<file path="config.mk">
export PLATFORM = sky130hd
export DESIGN_NAME = pcomp_pressure
export DESIGN_NICKNAME = d
export VERILOG_FILES = /design/src/hdl/pcomp_pkg.sv /design/src/hdl/pcomp_pressure.sv
export SDC_FILE = /design/constraint.sdc
export NUM_CORES = 2
export LEC_CHECK = 0
export BUFFER_PORTS_ARGS = -buffer_cell sky130_fd_sc_hd__buf_2
export CAP_MARGIN = 40
export CORE_MARGIN = 1.5
export CORE_UTILIZATION = 28
export DETAILED_ROUTE_END_ITERATION = 16
export HOLD_SLACK_MARGIN = 0.12
export PLACE_DENSITY = 0.41
export SLEW_MARGIN = 20
export SYNTH_ARGS = -nofsm -noshare
export SYNTH_HDL_FRONTEND = slang
export SYNTH_SLANG_ARGS = --single-unit
</file>
<file path="constraint.sdc">
create_clock -name clk -period 8.2 [get_ports clk]
set_input_delay 1.64 -clock clk [delete_from_list [all_inputs] [get_ports clk]]
set_output_delay 1.64 -clock clk [all_outputs]
set_load 0.01 [all_outputs]
</file>
<file path="src/hdl/pcomp_pkg.sv">
// Package for the pressure/temperature compensation block: calibration register
// indexes, stage payload types and the truncating shift helper.
// Used by every module of the block; depends on nothing.
package pcomp_pkg;

  // Calibration register indexes on the configuration port.
  typedef enum logic [2:0] {
    REG_PRESSURE_SENSITIVITY   = 3'd0,
    REG_PRESSURE_OFFSET        = 3'd1,
    REG_SENSITIVITY_TEMP_COEFF = 3'd2,
    REG_OFFSET_TEMP_COEFF      = 3'd3,
    REG_REFERENCE_TEMPERATURE  = 3'd4,
    REG_TEMPERATURE_COEFF      = 3'd5
  } reg_index_t;

  localparam int unsigned CFG_IDX_W  = 3;
  localparam int unsigned CFG_DATA_W = 16;
  localparam int unsigned RAW_W      = 24;
  localparam int unsigned TEMP_W     = 19;
  localparam int unsigned PRES_W     = 32;
  localparam int unsigned WIDE_W     = 40;

  // Shift amounts of the first-order and pressure scaling.
  localparam logic [5:0] SENS_SHIFT  = 6'd8;
  localparam logic [5:0] OFF_SHIFT   = 6'd7;
  localparam logic [5:0] TEMP_SHIFT  = 6'd23;
  localparam logic [5:0] PROD_SHIFT  = 6'd21;
  localparam logic [5:0] PRES_SHIFT  = 6'd13;

  localparam logic signed [TEMP_W-1:0] TEMP_REF  = 19'sd2000;
  localparam logic signed [TEMP_W-1:0] TEMP_VLOW = 19'sd1500;

  localparam logic signed [63:0] PRES_MAX = 64'sd2147483647;
  localparam logic signed [63:0] PRES_MIN = -64'sd2147483648;

  typedef struct packed {
    logic [CFG_DATA_W-1:0] pressure_sensitivity;
    logic [CFG_DATA_W-1:0] pressure_offset;
    logic [CFG_DATA_W-1:0] sensitivity_temp_coeff;
    logic [CFG_DATA_W-1:0] offset_temp_coeff;
    logic [CFG_DATA_W-1:0] reference_temperature;
    logic [CFG_DATA_W-1:0] temperature_coeff;
  } cfg_t;

  // First-order results on their way to the second-order correction.
  typedef struct packed {
    logic [RAW_W-1:0]         raw_pressure;
    logic signed [WIDE_W-1:0] sens;
    logic signed [WIDE_W-1:0] off;
    logic signed [TEMP_W-1:0] temp;
    logic [16:0]              ti_low;
    logic [12:0]              ti_high;
  } fo_t;

  // Corrected values handed to the pressure scaling.
  typedef struct packed {
    logic [RAW_W-1:0]         raw_pressure;
    logic signed [WIDE_W-1:0] sens2;
    logic signed [WIDE_W-1:0] off2;
    logic signed [TEMP_W-1:0] temp2;
  } so_t;

  // Arithmetic right shift that rounds toward zero, as a signed division
  // by a power of two does.
  function automatic logic signed [63:0] trunc_shr(input logic signed [63:0] x,
                                                   input logic [5:0] sh);
    logic signed [63:0] bias;
    bias = x[63] ? ((64'sd1 <<< sh) - 64'sd1) : 64'sd0;
    return (x + bias) >>> sh;
  endfunction

endpackage

</file>
<file path="src/hdl/pcomp_pressure.sv">
// Pressure scaling: raw pressure times corrected sensitivity in two partial
// products, offset subtraction, final scaling and saturation. Four stages.
// Depends on pcomp_pkg.
module pcomp_pressure (
  input  logic                                clk,
  input  logic                                rst_n,
  input  logic                                so_valid,
  input  pcomp_pkg::so_t                      so,
  output logic                                out_valid,
  output logic signed [pcomp_pkg::TEMP_W-1:0] out_temperature_centi,
  output logic signed [pcomp_pkg::PRES_W-1:0] out_pressure_deci_mbar
);
  import pcomp_pkg::*;

  // Stage 7: partial products over the low and high halves of sens2.
  logic                     v7_r;
  logic [43:0]              pp_lo_r, pp_lo_nxt;
  logic signed [44:0]       pp_hi_r, pp_hi_nxt;
  logic signed [WIDE_W-1:0] off2_7_r;
  logic signed [TEMP_W-1:0] temp2_7_r;

  // Stage 8: full product.
  logic                     v8_r;
  logic signed [63:0]       prod_r, prod_nxt;
  logic signed [WIDE_W-1:0] off2_8_r;
  logic signed [TEMP_W-1:0] temp2_8_r;

  // Stage 9: scaled product minus offset.
  logic                     v9_r;
  logic signed [63:0]       q64;
  logic signed [47:0]       q_r;
  logic signed [TEMP_W-1:0] temp2_9_r;

  // Stage 10: output registers.
  logic                     v10_r;
  logic signed [63:0]       p64;
  logic signed [PRES_W-1:0] pres_r, pres_nxt;
  logic signed [TEMP_W-1:0] temp_out_r;

  always_comb begin
    pp_lo_nxt = so.raw_pressure * so.sens2[19:0];
    pp_hi_nxt = $signed({1'b0, so.raw_pressure}) * $signed(so.sens2[WIDE_W-1:20]);
  end

  always_comb begin
    prod_nxt = ($signed({{19{pp_hi_r[44]}}, pp_hi_r}) <<< 20)
             + $signed({20'd0, pp_lo_r});
  end

  always_comb begin
    q64 = trunc_shr(prod_r, PROD_SHIFT)
        - $signed({{24{off2_8_r[WIDE_W-1]}}, off2_8_r});
  end

  always_comb begin
    p64 = trunc_shr({{16{q_r[47]}}, q_r}, PRES_SHIFT);
    priority if (p64 > PRES_MAX) begin
      pres_nxt = PRES_MAX[PRES_W-1:0];
    end else if (p64 < PRES_MIN) begin
      pres_nxt = PRES_MIN[PRES_W-1:0];
    end else begin
      pres_nxt = p64[PRES_W-1:0];
    end
  end

  always_ff @(posedge clk) begin
    if (!rst_n) begin
      v7_r  <= 1'b0;
      v8_r  <= 1'b0;
      v9_r  <= 1'b0;
      v10_r <= 1'b0;
    end else begin
      v7_r  <= so_valid;
      v8_r  <= v7_r;
      v9_r  <= v8_r;
      v10_r <= v9_r;
    end
  end

  always_ff @(posedge clk) begin
    pp_lo_r    <= pp_lo_nxt;
    pp_hi_r    <= pp_hi_nxt;
    off2_7_r   <= so.off2;
    temp2_7_r  <= so.temp2;
    prod_r     <= prod_nxt;
    off2_8_r   <= off2_7_r;
    temp2_8_r  <= temp2_7_r;
    q_r        <= q64[47:0];
    temp2_9_r  <= temp2_8_r;
    pres_r     <= pres_nxt;
    temp_out_r <= temp2_9_r;
  end

  assign out_valid              = v10_r;
  assign out_temperature_centi  = temp_out_r;
  assign out_pressure_deci_mbar = pres_r;

endmodule

</file>
==> impl_metrics.ini <==
[logic_synthesis]
synthSimpleGateAreaFrac = 0.156
syn_area_mm2 = 0.0452
syn_nets = 6157
synth_edf_count = 0
postSynth.asyncResetShare = 0
yosysSeqAreaShare = 0.172
synthFlopType = dfxtp_1
syn_inst = 4816
synthXorXnorAreaFrac = 0.0452
synth_top_family_by_area = adder cells
yosysWarnings = 0
synth_cell_types = 79
synth_compound_area_frac = 0.0630
synth_fa_ha_area_frac = 0.467
synth_seq_cells = 388
avgSynthCellArea_um2 = 9.38
synth_mux_area_frac = 0.000443

[place]
place_ws_ps = -235
port_buffers = 177
gp_congestion = 0.822
dpl.hpwl_um = 107000

[route]
ant_nets = 0
dr.pass1.iters = 5
drt_iter0_drc = 1089
via_per_inst = 4.29
routed_wirelength_um = 124000
num_vias = 31500
drc = 0
wire_per_inst_um = 16.8

[clock_tree]
cts_buffers = 44
cts_tree = built
cts-root-buf = clkbuf_16
htreeDepth = 2
path_clk_slew_ps = 60
clkSinkCount = 388
clock_latency_ps = 590
cts.repair.resized = 0
hold_buffers = 0
postCtsSetupBuffers = 0
clockBufferDepth = 3

[sta]
fin_skew_ps = 26.3
relSlewSlack = 0.498
tightest_slew_ps = 752
setup_violations = 0
hold_viol = 0
fmax_mhz = 128
finalCritPeriodShare = 0.950
worst_slack_ps = 409
final_max_slew_viol_count = 0
finalCriticalPeriod_ps = 7790
rsz0062_at_grt = false

[min_path]
hp-class = reg -> reg

[die]
rows = 147
initial_core_util = 0.282
die_w_um = 405
die_h_um = 405
dieArea_mm2 = 0.164
core-area_mm2 = 0.160
pin_count = 178

[worst_setup_path]
slowest_stage = fa_1
worstSetupPathType = in -> reg
critPathMaxStageDelay_ps = 590
reg2reg_slack_ps = 2330
path_common_cell = fa_1
end_kind = flop
startpoint_type = primary input
worst_ep_required_time_ps = 8700
path_max_fanout = 12
critPathArrivalTime_ps = 8290

[cells_and_area]
final_nets = 6504
layout_common_cells = inv_1 (964), fa_1 (787), nand2_1 (564)
drive_gt1_frac = 0.115
n_fill_cell = 16900
layout_commonest_cell = inv_1
area_delta_synth_final_pct = 15.7

[global_route]
grt_util_all_layers = 0.156
grt_pass1_vias = 34900
grt_max_degree = 27
grt_first_pass_wirelength_um = 200000
antenna_found_initial = 16
grt_overflow = 0

[run_status]
status = finished clean

[job]
cap_violations = 0
final timing paths:
| check | start | end | cells past startpoint |
|---|---|---|---|
| min | temp2_8_r[12] | temp2_9_r[12] | 0 |
| max reg2reg | prod_r[63] | q_r[37] | 23 |
| max | so[64] | pp_lo_r[42] | 25 |
| min reg2reg | temp2_8_r[12] | temp2_9_r[12] | 0 |
routing by layer:
metal  share of wire  up-vias  track usage
met4           0.017        8       0.0293
met3           0.025      104       0.0142
met5         0.00042        -            0
met1            0.50    15800        0.218
li1                -    15300            -
met2            0.46      357        0.263
cells in the mapped netlist (all sizes together), types with 11 or more instances:
cell,count,area share
nor2,95,0.0081
a21oi,138,0.016
dfxtp,388,0.17
a21o,92,0.015
nand2b,33,0.0046
and2,495,0.069
and4,11,0.0022
inv,964,0.080
nand3,57,0.0063
o21ai,75,0.0085
nand2,564,0.047
and3,40,0.0056
xnor2,167,0.032
o21a,15,0.0025
ha,428,0.12
a211oi,11,0.0022
nor2b,15,0.0021
o21bai,17,0.0028
nor3,26,0.0030
xor2,66,0.013
clkbuf,186,0.015
nand4,38,0.0053
fa,787,0.35
cell families (layout without fill, tap and decap cells):
group,Yosys count,count (layout)
and+or+nand+nor,1393,1393
adders and majority gates,1215,1215
DFF,388,388
muxes,2,2
other,0,2
xor gates and xnor gates,233,233
buffers and inverters,1158,1539
AOI/OAI and AO/OA,427,427
sequential cells by signal, indices dropped and copies added, names as in the netlist, 32 cells and up:
name	count
pp_hi_r	44
out_pressure_deci_mbar	32
off2_7_r	40
q_r	44
prod_r	64
off2_8_r	40
pp_lo_r	44
stage by stage:
stage	cells	hold slack, ps	TNS, ps	instance area, um2	util
floorplan	4816	310	0	45200	-
global placement	7275	310	-1400	50800	0.316
detailed placement	7277	312	-1910	50800	0.317
CTS	7357	321	0	52300	0.326
global route	7358	328	0	52300	0.326
finish	7359	312	0	52300	0.326
worst max-delay path, delay by kind of cell:
kind / cells / cell delay, ps
adder cells (fa/ha/maj): 8 / 3850
buffers and inverters: 6 / 630
AND/OR/NAND/NOR: 6 / 970
XOR/XNOR: 1 / 190
AO/OA/AOI/OAI: 4 / 980
layout make-up:
cell class / instances / area [um2] / area share
repair buffers: 495 / 3630 / 0.0694
flip-flops and latches: 388 / 7770 / 0.149
well taps: 2160 / 2700 / 0.0517
inverters: 964 / 3620 / 0.0692
clock buffers: 59 / 1200 / 0.0229
clock inverters: 21 / 298 / 0.00570
multi-input cells: 3270 / 33100 / 0.632
diodes: 2 / 5.00 / 0.0000957
Power is not shown: default switching activity piles up to over one toggle a cycle in this logic, so the estimate is an artifact.
