`src/hdl/pcomp_pkg.sv`:
```
// Package for the pressure/temperature compensation block: calibration register
// indexes, stage payload types and the truncating shift helper.
// Used by every module of the block; depends on nothing.
package pcomp_pkg;

  // Calibration register indexes on the configuration port.
  typedef enum logic [2:0] {
    REG_PRESSURE_SENSITIVITY   = 3'd0,
    REG_PRESSURE_OFFSET        = 3'd1,
    REG_SENSITIVITY_TEMP_COEFF = 3'd2,
    REG_OFFSET_TEMP_COEFF      = 3'd3,
    REG_REFERENCE_TEMPERATURE  = 3'd4,
    REG_TEMPERATURE_COEFF      = 3'd5
  } reg_index_t;

  localparam int unsigned CFG_IDX_W  = 3;
  localparam int unsigned CFG_DATA_W = 16;
  localparam int unsigned RAW_W      = 24;
  localparam int unsigned TEMP_W     = 19;
  localparam int unsigned PRES_W     = 32;
  localparam int unsigned WIDE_W     = 40;

  // Shift amounts of the first-order and pressure scaling.
  localparam logic [5:0] SENS_SHIFT  = 6'd8;
  localparam logic [5:0] OFF_SHIFT   = 6'd7;
  localparam logic [5:0] TEMP_SHIFT  = 6'd23;
  localparam logic [5:0] PROD_SHIFT  = 6'd21;
  localparam logic [5:0] PRES_SHIFT  = 6'd13;

  localparam logic signed [TEMP_W-1:0] TEMP_REF  = 19'sd2000;
  localparam logic signed [TEMP_W-1:0] TEMP_VLOW = 19'sd1500;

  localparam logic signed [63:0] PRES_MAX = 64'sd2147483647;
  localparam logic signed [63:0] PRES_MIN = -64'sd2147483648;

  typedef struct packed {
    logic [CFG_DATA_W-1:0] pressure_sensitivity;
    logic [CFG_DATA_W-1:0] pressure_offset;
    logic [CFG_DATA_W-1:0] sensitivity_temp_coeff;
    logic [CFG_DATA_W-1:0] offset_temp_coeff;
    logic [CFG_DATA_W-1:0] reference_temperature;
    logic [CFG_DATA_W-1:0] temperature_coeff;
  } cfg_t;

  // First-order results on their way to the second-order correction.
  typedef struct packed {
    logic [RAW_W-1:0]         raw_pressure;
    logic signed [WIDE_W-1:0] sens;
    logic signed [WIDE_W-1:0] off;
    logic signed [TEMP_W-1:0] temp;
    logic [16:0]              ti_low;
    logic [12:0]              ti_high;
  } fo_t;

  // Corrected values handed to the pressure scaling.
  typedef struct packed {
    logic [RAW_W-1:0]         raw_pressure;
    logic signed [WIDE_W-1:0] sens2;
    logic signed [WIDE_W-1:0] off2;
    logic signed [TEMP_W-1:0] temp2;
  } so_t;

  // Arithmetic right shift that rounds toward zero, as a signed division
  // by a power of two does.
  function automatic logic signed [63:0] trunc_shr(input logic signed [63:0] x,
                                                   input logic [5:0] sh);
    logic signed [63:0] bias;
    bias = x[63] ? ((64'sd1 <<< sh) - 64'sd1) : 64'sd0;
    return (x + bias) >>> sh;
  endfunction

endpackage

```
`src/hdl/pcomp_second_order.sv`:
```
// Second-order correction: band selection, squared deviations, the offset and
// sensitivity corrections, and the corrected temperature. Three stages.
// Depends on pcomp_pkg.
module pcomp_second_order (
  input  logic              clk,
  input  logic              rst_n,
  input  logic              fo_valid,
  input  pcomp_pkg::fo_t    fo,
  output logic              so_valid,
  output pcomp_pkg::so_t    so
);
  import pcomp_pkg::*;

  // Stage 4: deviations from the band limits and their squares.
  logic                     v4_r;
  fo_t                      fo4_r;
  logic signed [TEMP_W-1:0] dev, lo;
  logic signed [37:0]       dev_sq_full, lo_sq_full;
  logic [33:0]              dev_sq_r, dev_sq_nxt;
  logic [33:0]              lo_sq_r, lo_sq_nxt;
  logic                     low_r, low_nxt;
  logic                     vlow_r, vlow_nxt;

  // Stage 5: corrections.
  logic                     v5_r;
  logic [RAW_W-1:0]         d1_5_r;
  logic signed [WIDE_W-1:0] sens5_r, off5_r;
  logic [37:0]              offi_r, offi_nxt;
  logic [36:0]              sensi_r, sensi_nxt;
  logic signed [TEMP_W-1:0] temp2_r, temp2_nxt;
  logic [35:0]              dev3;
  logic [36:0]              dev5, lo7;
  logic [35:0]              lo4;

  // Stage 6: corrected offset and sensitivity.
  logic                     v6_r;
  so_t                      so_r, so_nxt;

  always_comb begin
    dev         = fo.temp - TEMP_REF;
    lo          = fo.temp + TEMP_VLOW;
    dev_sq_full = dev * dev;
    lo_sq_full  = lo * lo;
    dev_sq_nxt  = dev_sq_full[33:0];
    lo_sq_nxt   = lo_sq_full[33:0];
    low_nxt     = dev[TEMP_W-1];
    vlow_nxt    = lo[TEMP_W-1];
  end

  always_comb begin
    dev3 = {1'b0, dev_sq_r, 1'b0} + {2'b00, dev_sq_r};
    dev5 = {1'b0, dev_sq_r, 2'b00} + {3'b000, dev_sq_r};
    lo7  = {lo_sq_r, 3'b000} - {3'b000, lo_sq_r};
    lo4  = {lo_sq_r, 2'b00};
    if (low_r) begin
      offi_nxt  = {3'b000, dev3[35:1]} + (vlow_r ? {1'b0, lo7} : 38'd0);
      sensi_nxt = {3'b000, dev5[36:3]} + (vlow_r ? {1'b0, lo4} : 37'd0);
      temp2_nxt = fo4_r.temp - $signed({2'b00, fo4_r.ti_low});
    end else begin
      offi_nxt  = {8'd0, dev_sq_r[33:4]};
      sensi_nxt = '0;
      temp2_nxt = fo4_r.temp - $signed({6'd0, fo4_r.ti_high});
    end
  end

  always_comb begin
    so_nxt.raw_pressure = d1_5_r;
    so_nxt.off2         = off5_r - $signed({2'b00, offi_r});
    so_nxt.sens2        = sens5_r - $signed({3'b000, sensi_r});
    so_nxt.temp2        = temp2_r;
  end

  always_ff @(posedge clk) begin
    if (!rst_n) begin
      v4_r <= 1'b0;
      v5_r <= 1'b0;
      v6_r <= 1'b0;
    end else begin
      v4_r <= fo_valid;
      v5_r <= v4_r;
      v6_r <= v5_r;
    end
  end

  always_ff @(posedge clk) begin
    fo4_r    <= fo;
    dev_sq_r <= dev_sq_nxt;
    lo_sq_r  <= lo_sq_nxt;
    low_r    <= low_nxt;
    vlow_r   <= vlow_nxt;
    d1_5_r   <= fo4_r.raw_pressure;
    sens5_r  <= fo4_r.sens;
    off5_r   <= fo4_r.off;
    offi_r   <= offi_nxt;
    sensi_r  <= sensi_nxt;
    temp2_r  <= temp2_nxt;
    so_r     <= so_nxt;
  end

  assign so_valid = v6_r;
  assign so       = so_r;

endmodule

```
`config.mk`:
```
export PLATFORM = sky130hd
export DESIGN_NAME = pcomp_second_order
export DESIGN_NICKNAME = d
export VERILOG_FILES = /design/src/hdl/pcomp_pkg.sv /design/src/hdl/pcomp_second_order.sv
export SDC_FILE = /design/constraint.sdc
export NUM_CORES = 2
export LEC_CHECK = 0
export ABC_AREA = 1
export BUFFER_PORTS_ARGS = -buffer_cell sky130_fd_sc_hd__buf_2
export CORE_MARGIN = 2
export CORE_UTILIZATION = 64
export CTS_CLUSTER_SIZE = 8
export DETAILED_ROUTE_END_ITERATION = 12
export PLACE_DENSITY_LB_ADDON = 0.25
export SYNTH_ARGS = -nofsm -noshare
export SYNTH_HDL_FRONTEND = slang
export SYNTH_SLANG_ARGS = --single-unit
```
`constraint.sdc`:
```
create_clock -name clk -period 10.6 [get_ports clk]
set_input_delay 1.06 -clock clk [delete_from_list [all_inputs] [get_ports clk]]
set_output_delay 1.06 -clock clk [all_outputs]
set_load 0.02 [all_outputs]
```
==> metrics.md <==
| Metric | Value |
|---|---|
| Number of max-cap violations | 0 |
| Final period util | 0.821 |
| Distinct cells, synth | 57 |
| Result of the run | finished clean |
| Residual DRC | 0 |
| Worst path slowest cell | fa_1 |
| Syn Nets | 7531 |
| Post-DRT Antenna Nets | 0 |
| Launching element type of the critical path | input port |
| Total I/O pin count | 280 |
| Post-synth design cell area | between 50000 and 60000 um2 |
| Num CTS Buffers | 79 |
| Net count, final | 7829 |
| Count of hold buffers inserted by post-cts repair | 0 |
| Share of synthesized flip-flops with an asynchronous set or reset | 0 |
| Count of flip-flops with a built-in enable after synthesis | 0 |
| Hold Path Class | flip-flop to flip-flop |
| Crit path arrival time | around 9.3 ns |
| RD Place Congestion | 1.05 |
| Final total negative setup slack | 0 ns |
| Worst Skew | 0.0391 ns |
| Mean post-synth cell area | 8.02 um2 |
| Antenna cell count | 0 |
| Flop and latch count out of synthesis | around 540 |
| Max-slew violation count | 0 |
| Total of buffers placed on input and output ports | between 200 and 300 |
| Global-route wire length before repair | 229000 um |
| Post-layout min period | 8.70 ns |
| Worst relative slew slack | 0.169 |
| Initial core utilization | 0.648 |
| Number of buffers on the longest clock path | 3 |
| Area growth syn-to-layout | 9.22% |
| Number of fill cells in the layout | 6293 |
| Die Outline Area | between 80000 and 90000 um2 |
| H-tree depth | 3 |
| Total length of routed wires | about 140000 um |
| Dominant synthesized flop cell | dfxtp_1 |
| Max Fclk | 0.115 GHz |
| Non-filler instance count after layout | 7636 |
| Total gr overflow | 0 |
| Clock latency on the worst-skew pair | 0.65 ns |
| Clock sink total | roughly 540 |
| Setup violation total in the final timing report | 0 |
| GRT Total Usage | 0.360 |
| DR WL/cell | roughly 19 um |
| Core Footprint | around 78000 um2 |
| Number of vias per cell after detailed routing | 5.56 |
| Cts repair resizes | 0 |
| Min setup slack post-route | 1.90 ns |
| Detailed Place HPWL | 118000 um |
| Number of instances in the synthesized netlist | 6286 |
| Buffer type at the clock tree root | clkbuf_16 |
| Crit-path max cell delay | 0.68 ns |
| Clk pin slew, worst setup/hold paths | 0.06 ns |
| Buffers inserted during post-CTS setup optimization | 0 |
| Vias post-DR | 42500 |
| TritonRoute pass-1 iters | 8 |
| Required time of the worst setup path | 11.16 ns |
| Number of global-route vias before repair | 44200 |
| Horizontal extent of the die | 285 um |
| Maximum number of pins on one net before global-route repair | 56 |
| Initial antenna violation count | 4 |
| Yosys warning count | 0 |
| Clock tree from TritonCTS | yes |
| Critical-path maximum fanout | 19 |
| Proportion of layout cells with a drive suffix above 1 | 0.0647 |
| Endpoints failing hold | 0 |
| Path type of the worst setup path | input port to flip-flop |
| Unrepaired setup endpoints after global routing | no |
| Number of placed cells counting well taps | 7543 |
| Iter 0 DRT Violations | about 3400 |
| Pre-CTS setup slack | 1.43 ns |
| Vert. Die Dim | 285 um |
| Endpoint type of the worst setup path | flip-flop |
| Transition time at the pin with the least slew margin | approximately 1.2 ns |
| Share of synthesized area occupied by flip-flops and latches | 0.215 |
| Number of standard-cell rows in the floorplan | 102 |
[layer usage]
layer	global-route usage	routed length (um)
met1	0.430	56300
met2	0.615	68500
met3	0.0670	11100
met4	0.193	8760
met5	0	40
[synthesized netlist by cell type (all sizes together) (62+ instances only)]
cell	count	area, um2
xnor2	93	815
dfxtp	542	10900
nand2	979	3690
fa	616	12300
a21oi	421	2110
xor2	171	1510
inv	1377	5170
ha	473	5920
nand3	189	951
a31oi	62	388
o21ai	287	1440
nor2	655	2480
[critical path: cells and delay by family]
| family | cells | cell delay [ns] |
|---|---|---|
| AND/OR/NAND/NOR | 10 | 1.49 |
| XOR/XNOR | 1 | 0.17 |
| buffers and inverters | 10 | 1.90 |
| AO/OA/AOI/OAI | 2 | 0.41 |
| adder cells (fa/ha/maj) | 9 | 4.20 |
[layout make-up]
class | instances | area [um2] | share of cell area
clock inverter | 9 | 156 | 0.00284
sequential | 542 | 10900 | 0.197
multi-input combinational | 4288 | 34100 | 0.619
clock buffer | 84 | 2020 | 0.0366
tap | 1040 | 1300 | 0.0236
timing repair buffer | 290 | 1480 | 0.0269
inverter | 1383 | 5190 | 0.0943
[worst paths after layout]
path	slack, ns	startpoint	endpoint	cells after the start
worst max-delay path	1.90	fo[33]	lo_sq_r[31]	32
worst max register to register	5.03	lo_sq_r[2]	offi_r[25]	19
worst min register to register	0.31	d1_5_r[4]	so[103]	0
worst min-delay path	0.31	d1_5_r[4]	so[103]	0
[stage by stage]
| step | instance area [um2] | utilization | hold WS, ns |
|---|---|---|---|
| after floorplan | 50400 | - | 0.310 |
| after global placement | 52900 | 0.680 | 0.310 |
| after detailed placement | 52900 | 0.680 | 0.312 |
| after CTS | 55000 | 0.708 | 0.304 |
| after global routing | 55000 | 0.708 | 0.315 |
| final | 55000 | 0.708 | 0.309 |
[flip-flops by register name, summed over array words and instances (netlist names)]
signal	flops
fo4_r	152
so	123
off5_r	40
sens5_r	40
offi_r	38
sensi_r	37
lo_sq_r	33
dev_sq_r	31
d1_5_r	24
temp2_r	19
low_r	1
so_valid	1
v4_r	1
v5_r	1
vlow_r	1
[cells by family after synthesis]
group                    after synthesis  share of synthesized area
AND/OR/NAND/NOR                     1971                      0.159
buffers and inverters               1456                      0.109
adder cells (fa/ha/maj)             1089                      0.362
AO/OA/AOI/OAI                        952                      0.106
flip-flops                           542                      0.215
XOR/XNOR                             264                     0.0462
multiplexers                          11                    0.00218
other                                  1                  0.0000744
[cells in the final DEF (no fill, tap or decap), types with 11 or more instances in the layout]
master	n
fa_1	616
dfxtp_1	540
nand3_1	188
nand2_1	973
a21oi_1	421
buf_2	279
clkbuf_16	79
a31oi_1	62
nor2_1	645
o21ai_0	285
nor3_1	49
ha_1	473
inv_1	1366
o211ai_1	14
xnor2_1	93
xor2_1	169
nor4_1	20
a21o_1	46
o21a_1	28
nand4_1	45
a21boi_0	17
mux2i_1	11
buf_4	11
o21bai_1	38
Power is left out: the tool's default activity adds up to more than one toggle a clock period on the data nets, which glitch-free logic cannot reach.
