## src/hdl/pcomp_pkg.sv

```systemverilog
// Package for the pressure/temperature compensation block: calibration register
// indexes, stage payload types and the truncating shift helper.
// Used by every module of the block; depends on nothing.
package pcomp_pkg;

  // Calibration register indexes on the configuration port.
  typedef enum logic [2:0] {
    REG_PRESSURE_SENSITIVITY   = 3'd0,
    REG_PRESSURE_OFFSET        = 3'd1,
    REG_SENSITIVITY_TEMP_COEFF = 3'd2,
    REG_OFFSET_TEMP_COEFF      = 3'd3,
    REG_REFERENCE_TEMPERATURE  = 3'd4,
    REG_TEMPERATURE_COEFF      = 3'd5
  } reg_index_t;

  localparam int unsigned CFG_IDX_W  = 3;
  localparam int unsigned CFG_DATA_W = 16;
  localparam int unsigned RAW_W      = 24;
  localparam int unsigned TEMP_W     = 19;
  localparam int unsigned PRES_W     = 32;
  localparam int unsigned WIDE_W     = 40;

  // Shift amounts of the first-order and pressure scaling.
  localparam logic [5:0] SENS_SHIFT  = 6'd8;
  localparam logic [5:0] OFF_SHIFT   = 6'd7;
  localparam logic [5:0] TEMP_SHIFT  = 6'd23;
  localparam logic [5:0] PROD_SHIFT  = 6'd21;
  localparam logic [5:0] PRES_SHIFT  = 6'd13;

  localparam logic signed [TEMP_W-1:0] TEMP_REF  = 19'sd2000;
  localparam logic signed [TEMP_W-1:0] TEMP_VLOW = 19'sd1500;

  localparam logic signed [63:0] PRES_MAX = 64'sd2147483647;
  localparam logic signed [63:0] PRES_MIN = -64'sd2147483648;

  typedef struct packed {
    logic [CFG_DATA_W-1:0] pressure_sensitivity;
    logic [CFG_DATA_W-1:0] pressure_offset;
    logic [CFG_DATA_W-1:0] sensitivity_temp_coeff;
    logic [CFG_DATA_W-1:0] offset_temp_coeff;
    logic [CFG_DATA_W-1:0] reference_temperature;
    logic [CFG_DATA_W-1:0] temperature_coeff;
  } cfg_t;

  // First-order results on their way to the second-order correction.
  typedef struct packed {
    logic [RAW_W-1:0]         raw_pressure;
    logic signed [WIDE_W-1:0] sens;
    logic signed [WIDE_W-1:0] off;
    logic signed [TEMP_W-1:0] temp;
    logic [16:0]              ti_low;
    logic [12:0]              ti_high;
  } fo_t;

  // Corrected values handed to the pressure scaling.
  typedef struct packed {
    logic [RAW_W-1:0]         raw_pressure;
    logic signed [WIDE_W-1:0] sens2;
    logic signed [WIDE_W-1:0] off2;
    logic signed [TEMP_W-1:0] temp2;
  } so_t;

  // Arithmetic right shift that rounds toward zero, as a signed division
  // by a power of two does.
  function automatic logic signed [63:0] trunc_shr(input logic signed [63:0] x,
                                                   input logic [5:0] sh);
    logic signed [63:0] bias;
    bias = x[63] ? ((64'sd1 <<< sh) - 64'sd1) : 64'sd0;
    return (x + bias) >>> sh;
  endfunction

endpackage

```

## src/hdl/pcomp_cfg_regs.sv

```systemverilog
// Calibration register file of the compensation block.
// Depends on pcomp_pkg for the register indexes and the cfg_t bundle.
module pcomp_cfg_regs (
  input  logic                                clk,
  input  logic                                rst_n,
  input  logic                                cfg_we,
  input  logic [pcomp_pkg::CFG_IDX_W-1:0]     cfg_index,
  input  logic [pcomp_pkg::CFG_DATA_W-1:0]    cfg_wdata,
  output pcomp_pkg::cfg_t                     cfg
);
  import pcomp_pkg::*;

  cfg_t cfg_r, cfg_nxt;

  always_comb begin
    cfg_nxt = cfg_r;
    if (cfg_we) begin
      unique case (reg_index_t'(cfg_index))
        REG_PRESSURE_SENSITIVITY:   cfg_nxt.pressure_sensitivity   = cfg_wdata;
        REG_PRESSURE_OFFSET:        cfg_nxt.pressure_offset        = cfg_wdata;
        REG_SENSITIVITY_TEMP_COEFF: cfg_nxt.sensitivity_temp_coeff = cfg_wdata;
        REG_OFFSET_TEMP_COEFF:      cfg_nxt.offset_temp_coeff      = cfg_wdata;
        REG_REFERENCE_TEMPERATURE:  cfg_nxt.reference_temperature  = cfg_wdata;
        REG_TEMPERATURE_COEFF:      cfg_nxt.temperature_coeff      = cfg_wdata;
        default:                    cfg_nxt = cfg_r;
      endcase
    end
  end

  always_ff @(posedge clk) begin
    if (!rst_n) begin
      cfg_r <= '0;
    end else begin
      cfg_r <= cfg_nxt;
    end
  end

  assign cfg = cfg_r;

endmodule

```

## config.mk

```make
export PLATFORM = sky130hd
export DESIGN_NAME = pcomp_cfg_regs
export DESIGN_NICKNAME = d
export VERILOG_FILES = /design/src/hdl/pcomp_pkg.sv /design/src/hdl/pcomp_cfg_regs.sv
export SDC_FILE = /design/constraint.sdc
export NUM_CORES = 1
export LEC_CHECK = 0
export ABC_CLOCK_PERIOD_IN_PS = 3900
export BUFFER_PORTS_ARGS = -buffer_cell sky130_fd_sc_hd__buf_4
export CAP_MARGIN = 40
export CELL_PAD_IN_SITES_DETAIL_PLACEMENT = 0
export CELL_PAD_IN_SITES_GLOBAL_PLACEMENT = 1
export CORE_ASPECT_RATIO = 0.6
export CORE_MARGIN = 2
export CORE_UTILIZATION = 42
export CTS_BUF_LIST = sky130_fd_sc_hd__clkbuf_4 sky130_fd_sc_hd__clkbuf_8
export DETAILED_ROUTE_END_ITERATION = 8
export PLACE_DENSITY = 0.91
export REMOVE_ABC_BUFFERS = 1
export SKIP_CTS_REPAIR_TIMING = 1
export SLEW_MARGIN = 10
export SYNTH_ARGS = -nofsm -noshare
export SYNTH_HDL_FRONTEND = slang
export SYNTH_SLANG_ARGS = --single-unit
```

## constraint.sdc

```tcl
create_clock -name clk -period 3.9 [get_ports clk]
set_clock_uncertainty 0.2 [all_clocks]
set_input_delay 0.585 -clock clk [delete_from_list [all_inputs] [get_ports clk]]
set_output_delay 0.585 -clock clk [all_outputs]
set_load 0.02 [all_outputs]
```

==> results of run 1 <==
==> cell families (layout without fill, tap and decap cells) <==
logic type	after synthesis	in the layout	share of synthesized area
multiplexers	96	96	0.2750
flip-flops	96	96	0.5499
AND/OR/NAND/NOR	118	118	0.1382
buffers and inverters	24	141	0.03688
==> stage by stage <==
| stage | total power [mW] | cell area (µm²) | setup WS [ps] | hold slack (ps) | instances |
|---|---|---|---|---|---|
| CTS | 1.863 | 4653 | 2051 | 264.7 | 559 |
| global route | 1.920 | 4653 | 2001 | 277.3 | 559 |
| finish | 1.839 | 4653 | 2032 | 260.5 | 559 |
| detailed placement | 1.199 | 4447 | 1653 | 246.7 | 543 |
| floorplan | 1.110 | 3366 | 1898 | 331.0 | 310 |
| global placement | 1.194 | 4432 | 1598 | 242.9 | 542 |
==> critical path: stages <==
cell     delay, ps
buf_4          130
or4b_1         800
buf_8          270
mux2i_1        120
==> final timing paths <==
check / cells past startpoint / endpoint
worst min-delay path: 2 / cfg[51]
worst max-delay path: 4 / cfg[93]
worst max register to register: 2 / cfg[48]
worst min register to register: 2 / cfg[51]
==> cell usage after synthesis <==
library cell	instances	area, µm²
nand2_1	112	420.4
nand4b_1	2	17.52
mux2i_1	96	960.9
nand4bb_1	2	22.52
buf_6	1	11.26
dfxtp_1	96	1922
clkbuf_1	11	41.29
buf_12	1	20.02
buf_2	9	45.04
and4bb_2	1	12.51
buf_4	1	7.510
or4b_1	1	10.01
buf_1	1	3.750
==> area by class of cell <==
| type | instances | area share |
|---|---|---|
| Clock buffer | 13 | 0.03576 |
| Clock inverter | 3 | 0.008604 |
| Multi-Input combinational cell | 214 | 0.3103 |
| Sequential cell | 96 | 0.4130 |
| Tap cell | 108 | 0.02904 |
| Timing Repair Buffer | 125 | 0.2033 |
==> cell usage in the layout (no fill, tap or decap) <==
master,instances
and4bb_2,1
or4b_1,1
buf_4,124
nand4bb_1,2
clkbuf_8,11
bufinv_16,1
mux2i_1,96
nand2_1,112
nand4b_1,2
clkinv_2,2
dfxtp_1,96
clkbuf_4,2
buf_8,1
==> metal layers <==
metal | track usage | vias to the layer above | routed length (µm)
met5 | 0 | - | 0
li1 | - | 1325 | -
met1 | 0.2731 | 1241 | 4338
met3 | 0.09091 | 7 | 776
met4 | 0.06513 | 0 | 54
met2 | 0.2626 | 86 | 3331
==> where the power goes <==
| group | switching [mW] | internal, mW |
|---|---|---|
| logic | 0.0956 | 0.0668 |
| clock network | 0.319 | 0.344 |
| registers | 0.0115 | 1.00 |
==> flow_metrics.env, run 1 <==
export IMPL_grt_max_degree=86
export IMPL_worstPathRequired_ps=3950
export IMPL_drt_iter0_drc=121
export IMPL_cts_max_path_buffers=2
export IMPL_regArea_mm2=0.001922
export IMPL_routed_wl_um=8501
export IMPL_cts_tree="yes"
export IMPL_fp_row_count=25
export IMPL_fmax_mhz=535.3
export IMPL_globalplace_congestion=0.7056
export IMPL_drtPass1Iterations=4
export IMPL_ys_seq_area_frac=0.5499
export IMPL_fillers=702
export IMPL_synthCells=334
export IMPL_arrival_ps=1920
export IMPL_pin_count=118
export IMPL_die_y_um=74.66
export IMPL_synth_area_mm2=0.003495
export IMPL_final_nets=468
export IMPL_worst_setup_path_type="in2reg"
export IMPL_clk_pin_slew_ps=90
export IMPL_setup_violations=0
export IMPL_tritoncts_num_buffers=9
export IMPL_avgRoutedWirePerCell_um=15.21
export IMPL_yosys_warnings=0
export IMPL_final_layout_size_suffix_gt1_frac=0.3149
export IMPL_grt_ovfl_total=0
export IMPL_avgSynthCellArea_um2=10.46
export IMPL_drc=0
export IMPL_grt_pass1_vias=2549
export IMPL_hold_path_class="reg2reg"
export IMPL_setup_tns_ps=0
export IMPL_hpwl_um=5722
export IMPL_hp_start="cfg[51]"
export IMPL_rsz0062_at_grt="no"
export IMPL_final_util=0.5834
export IMPL_post_route_min_period_ps=1868
export IMPL_dieArea_mm2=0.009090
export IMPL_peakVddDrop_uv=242.3
export IMPL_clock_latency_ps=350
export IMPL_worstSetupStartpointType="input pin"
export IMPL_area_delta_synth_final_pct=33.15
export IMPL_end_kind="flop"
export IMPL_grt_pass1_wl_um=13270
export IMPL_portBuffers=117
export IMPL_route_vias_total=2659
export IMPL_cp_startpoint="cfg_index[1]"
export IMPL_via_per_inst=4.757
export IMPL_cp_max_fo=9
export IMPL_ys_seq_elements=96
export IMPL_relSlewSlack=0.4417
export IMPL_cts_sinks=96
export IMPL_p_per_area_mw_per_mm2=395.1
export IMPL_hold_violations=0
export IMPL_slew_violations=0
export IMPL_drtAntennaViolNets=0
export IMPL_cts_root_buf="clkbuf_8"
export IMPL_diodes=0
export IMPL_p_leak_nw=2.462
export IMPL_die_x_um=121.8
export IMPL_post_route_period_util=0.4790
export IMPL_coreArea_mm2=0.007976
export IMPL_htree_levels=3
export IMPL_ff2ff_setup_slack_ps=3030
export IMPL_yosysUniqueCellTypes=13
export IMPL_reg2reg_from="cfg[48]"
export IMPL_antenna_found_initial=0
export IMPL_grt_usage=0.1945
export IMPL_start_util=0.4381
export IMPL_largest_register_ffs=96
export IMPL_cap_violations=0
export IMPL_multi_input_area_mm2=0.001444
export IMPL_status="complete, no violations"
export IMPL_worst_pin_slew_ps=837.4
Note: power is estimated with default switching activity, not from simulation.
==> run 2: changes to the inputs <==
--- a/config.mk
+++ b/config.mk
@@ -5,17 +5,18 @@
 export SDC_FILE = /design/constraint.sdc
 export NUM_CORES = 1
 export LEC_CHECK = 0
-export ABC_CLOCK_PERIOD_IN_PS = 3900
+export ABC_AREA = 1
+export ABC_CLOCK_PERIOD_IN_PS = 1660
 export BUFFER_PORTS_ARGS = -buffer_cell sky130_fd_sc_hd__buf_4
 export CAP_MARGIN = 40
 export CELL_PAD_IN_SITES_DETAIL_PLACEMENT = 0
 export CELL_PAD_IN_SITES_GLOBAL_PLACEMENT = 1
 export CORE_ASPECT_RATIO = 0.6
 export CORE_MARGIN = 2
-export CORE_UTILIZATION = 42
+export CORE_UTILIZATION = 33
 export CTS_BUF_LIST = sky130_fd_sc_hd__clkbuf_4 sky130_fd_sc_hd__clkbuf_8
 export DETAILED_ROUTE_END_ITERATION = 8
-export PLACE_DENSITY = 0.91
+export PLACE_DENSITY = 0.81
 export REMOVE_ABC_BUFFERS = 1
 export SKIP_CTS_REPAIR_TIMING = 1
 export SLEW_MARGIN = 10
==> constraint.sdc (replaced) <==
create_clock -name clk -period 1.66 [get_ports clk]
set_clock_uncertainty 0.2 [all_clocks]
set_input_delay 0.249 -clock clk [delete_from_list [all_inputs] [get_ports clk]]
set_output_delay 0.249 -clock clk [all_outputs]
set_load 0.02 [all_outputs]
==> run 2 against run 1 <==
Net effect:
- synthesized area up 10%
- global-route usage down 0.29 points
- first-iteration DRC count grew 65%
- design area rose by 9.3%
==> flow_metrics.env, run 2 <==
export IMPL_peakVddDrop_uv=387.0
export IMPL_synthArstFlopShare=0
export IMPL_slowest_delay_ps=400
export IMPL_final_util=0.4488
export IMPL_cts_sinks=96
export IMPL_dp_slack_ps=206.0
export IMPL_fp_row_count=30
export IMPL_largest_register_ffs=96
export IMPL_cp_max_fo=2
export IMPL_cts_max_path_buffers=2
export IMPL_hold_path_class="in2reg"
export IMPL_rsz0062_at_grt="no"
export IMPL_relSlewSlack=0.7189
export IMPL_setup_violations=0
export IMPL_hpwl_um=8225
export IMPL_worst_path_max_delay_cell="dfxtp_1"
export IMPL_clk_pin_slew_ps=80
export IMPL_synth_edf_count=0
export IMPL_grt_max_degree=97
export IMPL_layout_common_cells="nor2_1, buf_4, nand2_1"
export IMPL_worst_pin_slew_ps=421.7
export IMPL_yosysUniqueCellTypes=12
export IMPL_portBuffers=117
export IMPL_coreArea_mm2=0.01134
export IMPL_drt_iter0_drc=200
export IMPL_slew_violations=0
export IMPL_setup_tns_ps=0
export IMPL_yosys_top_cells_count="nor2_1, nand2_1, dfxtp_1, nand3_1, buf_2"
export IMPL_cp_top_family="flip-flops"
export IMPL_worst_setup_path_type="reg2out"
export IMPL_drc=0
export IMPL_die_y_um=87.76
export IMPL_globalplace_congestion=0.8421
export IMPL_route_vias_total=3752
export IMPL_yosys_warnings=0
export IMPL_cap_violations=0
export IMPL_p_per_area_mw_per_mm2=916.9
export IMPL_drtPass1Iterations=5
export IMPL_arrival_ps=930
export IMPL_die_x_um=143.6
export IMPL_cts_tree="yes"
export IMPL_final_common_cell="nor2_1"
export IMPL_avgSynthCellArea_um2=6.990
export IMPL_start_util=0.3404
export IMPL_yosysMostFrequentCell="nor2_1"
export IMPL_avgRoutedWirePerCell_um=14.71
export IMPL_post_route_min_period_ps=1376
export IMPL_p_leak_nw=2.367
export IMPL_antenna_found_initial=0
export IMPL_area_delta_synth_final_pct=31.84
export IMPL_hold_violations=0
export IMPL_grt_pass1_vias=3404
export IMPL_via_per_inst=4.581
export IMPL_worstPathRequired_ps=1210
export IMPL_tritoncts_num_buffers=9
export IMPL_total_power_mw=4.664
export IMPL_synthCells=552
export IMPL_cts_root_buf="clkbuf_8"
export IMPL_status="complete, no violations"
export IMPL_synth_area_mm2=0.003859
export IMPL_ys_seq_elements=96
export IMPL_yosys_area_top_type="dfxtp_1"
export IMPL_critPathBufInv=1
export IMPL_final_nets=677
export IMPL_ys_flop_type="dfxtp_1"
export IMPL_synthDominantCellAreaShare=0.4981
export IMPL_pin_count=118
export IMPL_dpl_cell_area_mm2=0.004897
export IMPL_clock_latency_ps=360
export IMPL_dieArea_mm2=0.01260
export IMPL_end_kind="output pin"
export IMPL_final_layout_size_suffix_gt1_frac=0.2337
export IMPL_drtAntennaViolNets=0
export IMPL_crit_chain="buf_4"
export IMPL_grt_usage=0.1916
export IMPL_synth_area_top_cells="dfxtp_1, nor2_1, nand3_1"
export IMPL_grt_ovfl_total=0
export IMPL_routed_wl_um=12050
export IMPL_setup_slack_ps=284.4
export IMPL_post_route_period_util=0.8287
export IMPL_fin_area_mm2=0.005087
export IMPL_fmax_mhz=726.9
export IMPL_worstSetupStartpointType="flop"
export IMPL_htree_levels=3
export IMPL_diodes=0
export IMPL_ys_seq_area_frac=0.4981
export IMPL_grt_pass1_wl_um=18130
==> run 2: changes by cell type in the layout (fill, tap and decap cells not counted), sizes merged <==
cell     before  now
and4bb        1    0
buf         125  126
clkbuf       13   11
clkinv        2    3
inv           0   22
mux2i        96    0
nand2       112  102
nand3         0   96
nand4b        2    0
nand4bb       2    0
nor2          0  202
or4b          1    0
==> run 2: layer usage <==
layer | share of wire | track usage | vias to the layer above
li1 | - | - | 1913
met1 | 0.49 | 0.2632 | 1688
met2 | 0.41 | 0.2866 | 137
met3 | 0.089 | 0.06670 | 14
met4 | 0.014 | 0.05437 | 0
met5 | 0 | 0 | -
==> run 2: path summary, 6_finish.rpt <==
check / start / to / slack, ps / cells after the start
worst max-delay path: cfg[5] / cfg[5] / 280 / 1
worst min-delay path: cfg_wdata[11] / cfg[59] / 170 / 5
worst max register to register: cfg[5] / cfg[5] / 830 / 2
worst min register to register: cfg[83] / cfg[83] / 290 / 2
==> run 2: stage by stage <==
| step | hold slack [ps] | instances |
|---|---|---|
| 2_1_floorplan | 169.8 | 518 |
| 3_5_place_dp | 273.8 | 804 |
| 3_3_place_gp | 268.2 | 804 |
| 6_report | 170.1 | 819 |
| 4_1_cts | 138.5 | 819 |
| 5_1_grt | 173.2 | 819 |
==> run 2: where the power goes <==
group	total (mW)	leakage (nW)	switching [mW]	internal, mW
clock network	1.53	0.102	0.795	0.740
logic	0.697	1.48	0.440	0.257
registers	2.43	0.780	0.0512	2.38
total	4.66	2.37	1.29	3.38
==> run 2: cells by family after synthesis <==
logic type	after synthesis	share of synthesized area
buffers and inverters	56	0.06744
DFF	96	0.4981
and+or+nand+nor	400	0.4345
==> run 2: layout make-up <==
type / count / area [µm²]
inverter: 22 / 82.58
timing repair buffer: 126 / 1008
clock buffer: 11 / 145.1
clock inverter: 4 / 45.04
multi-input combinational: 400 / 1684
sequential: 96 / 1922
tap: 160 / 200.2
fill: 1209 / 6248
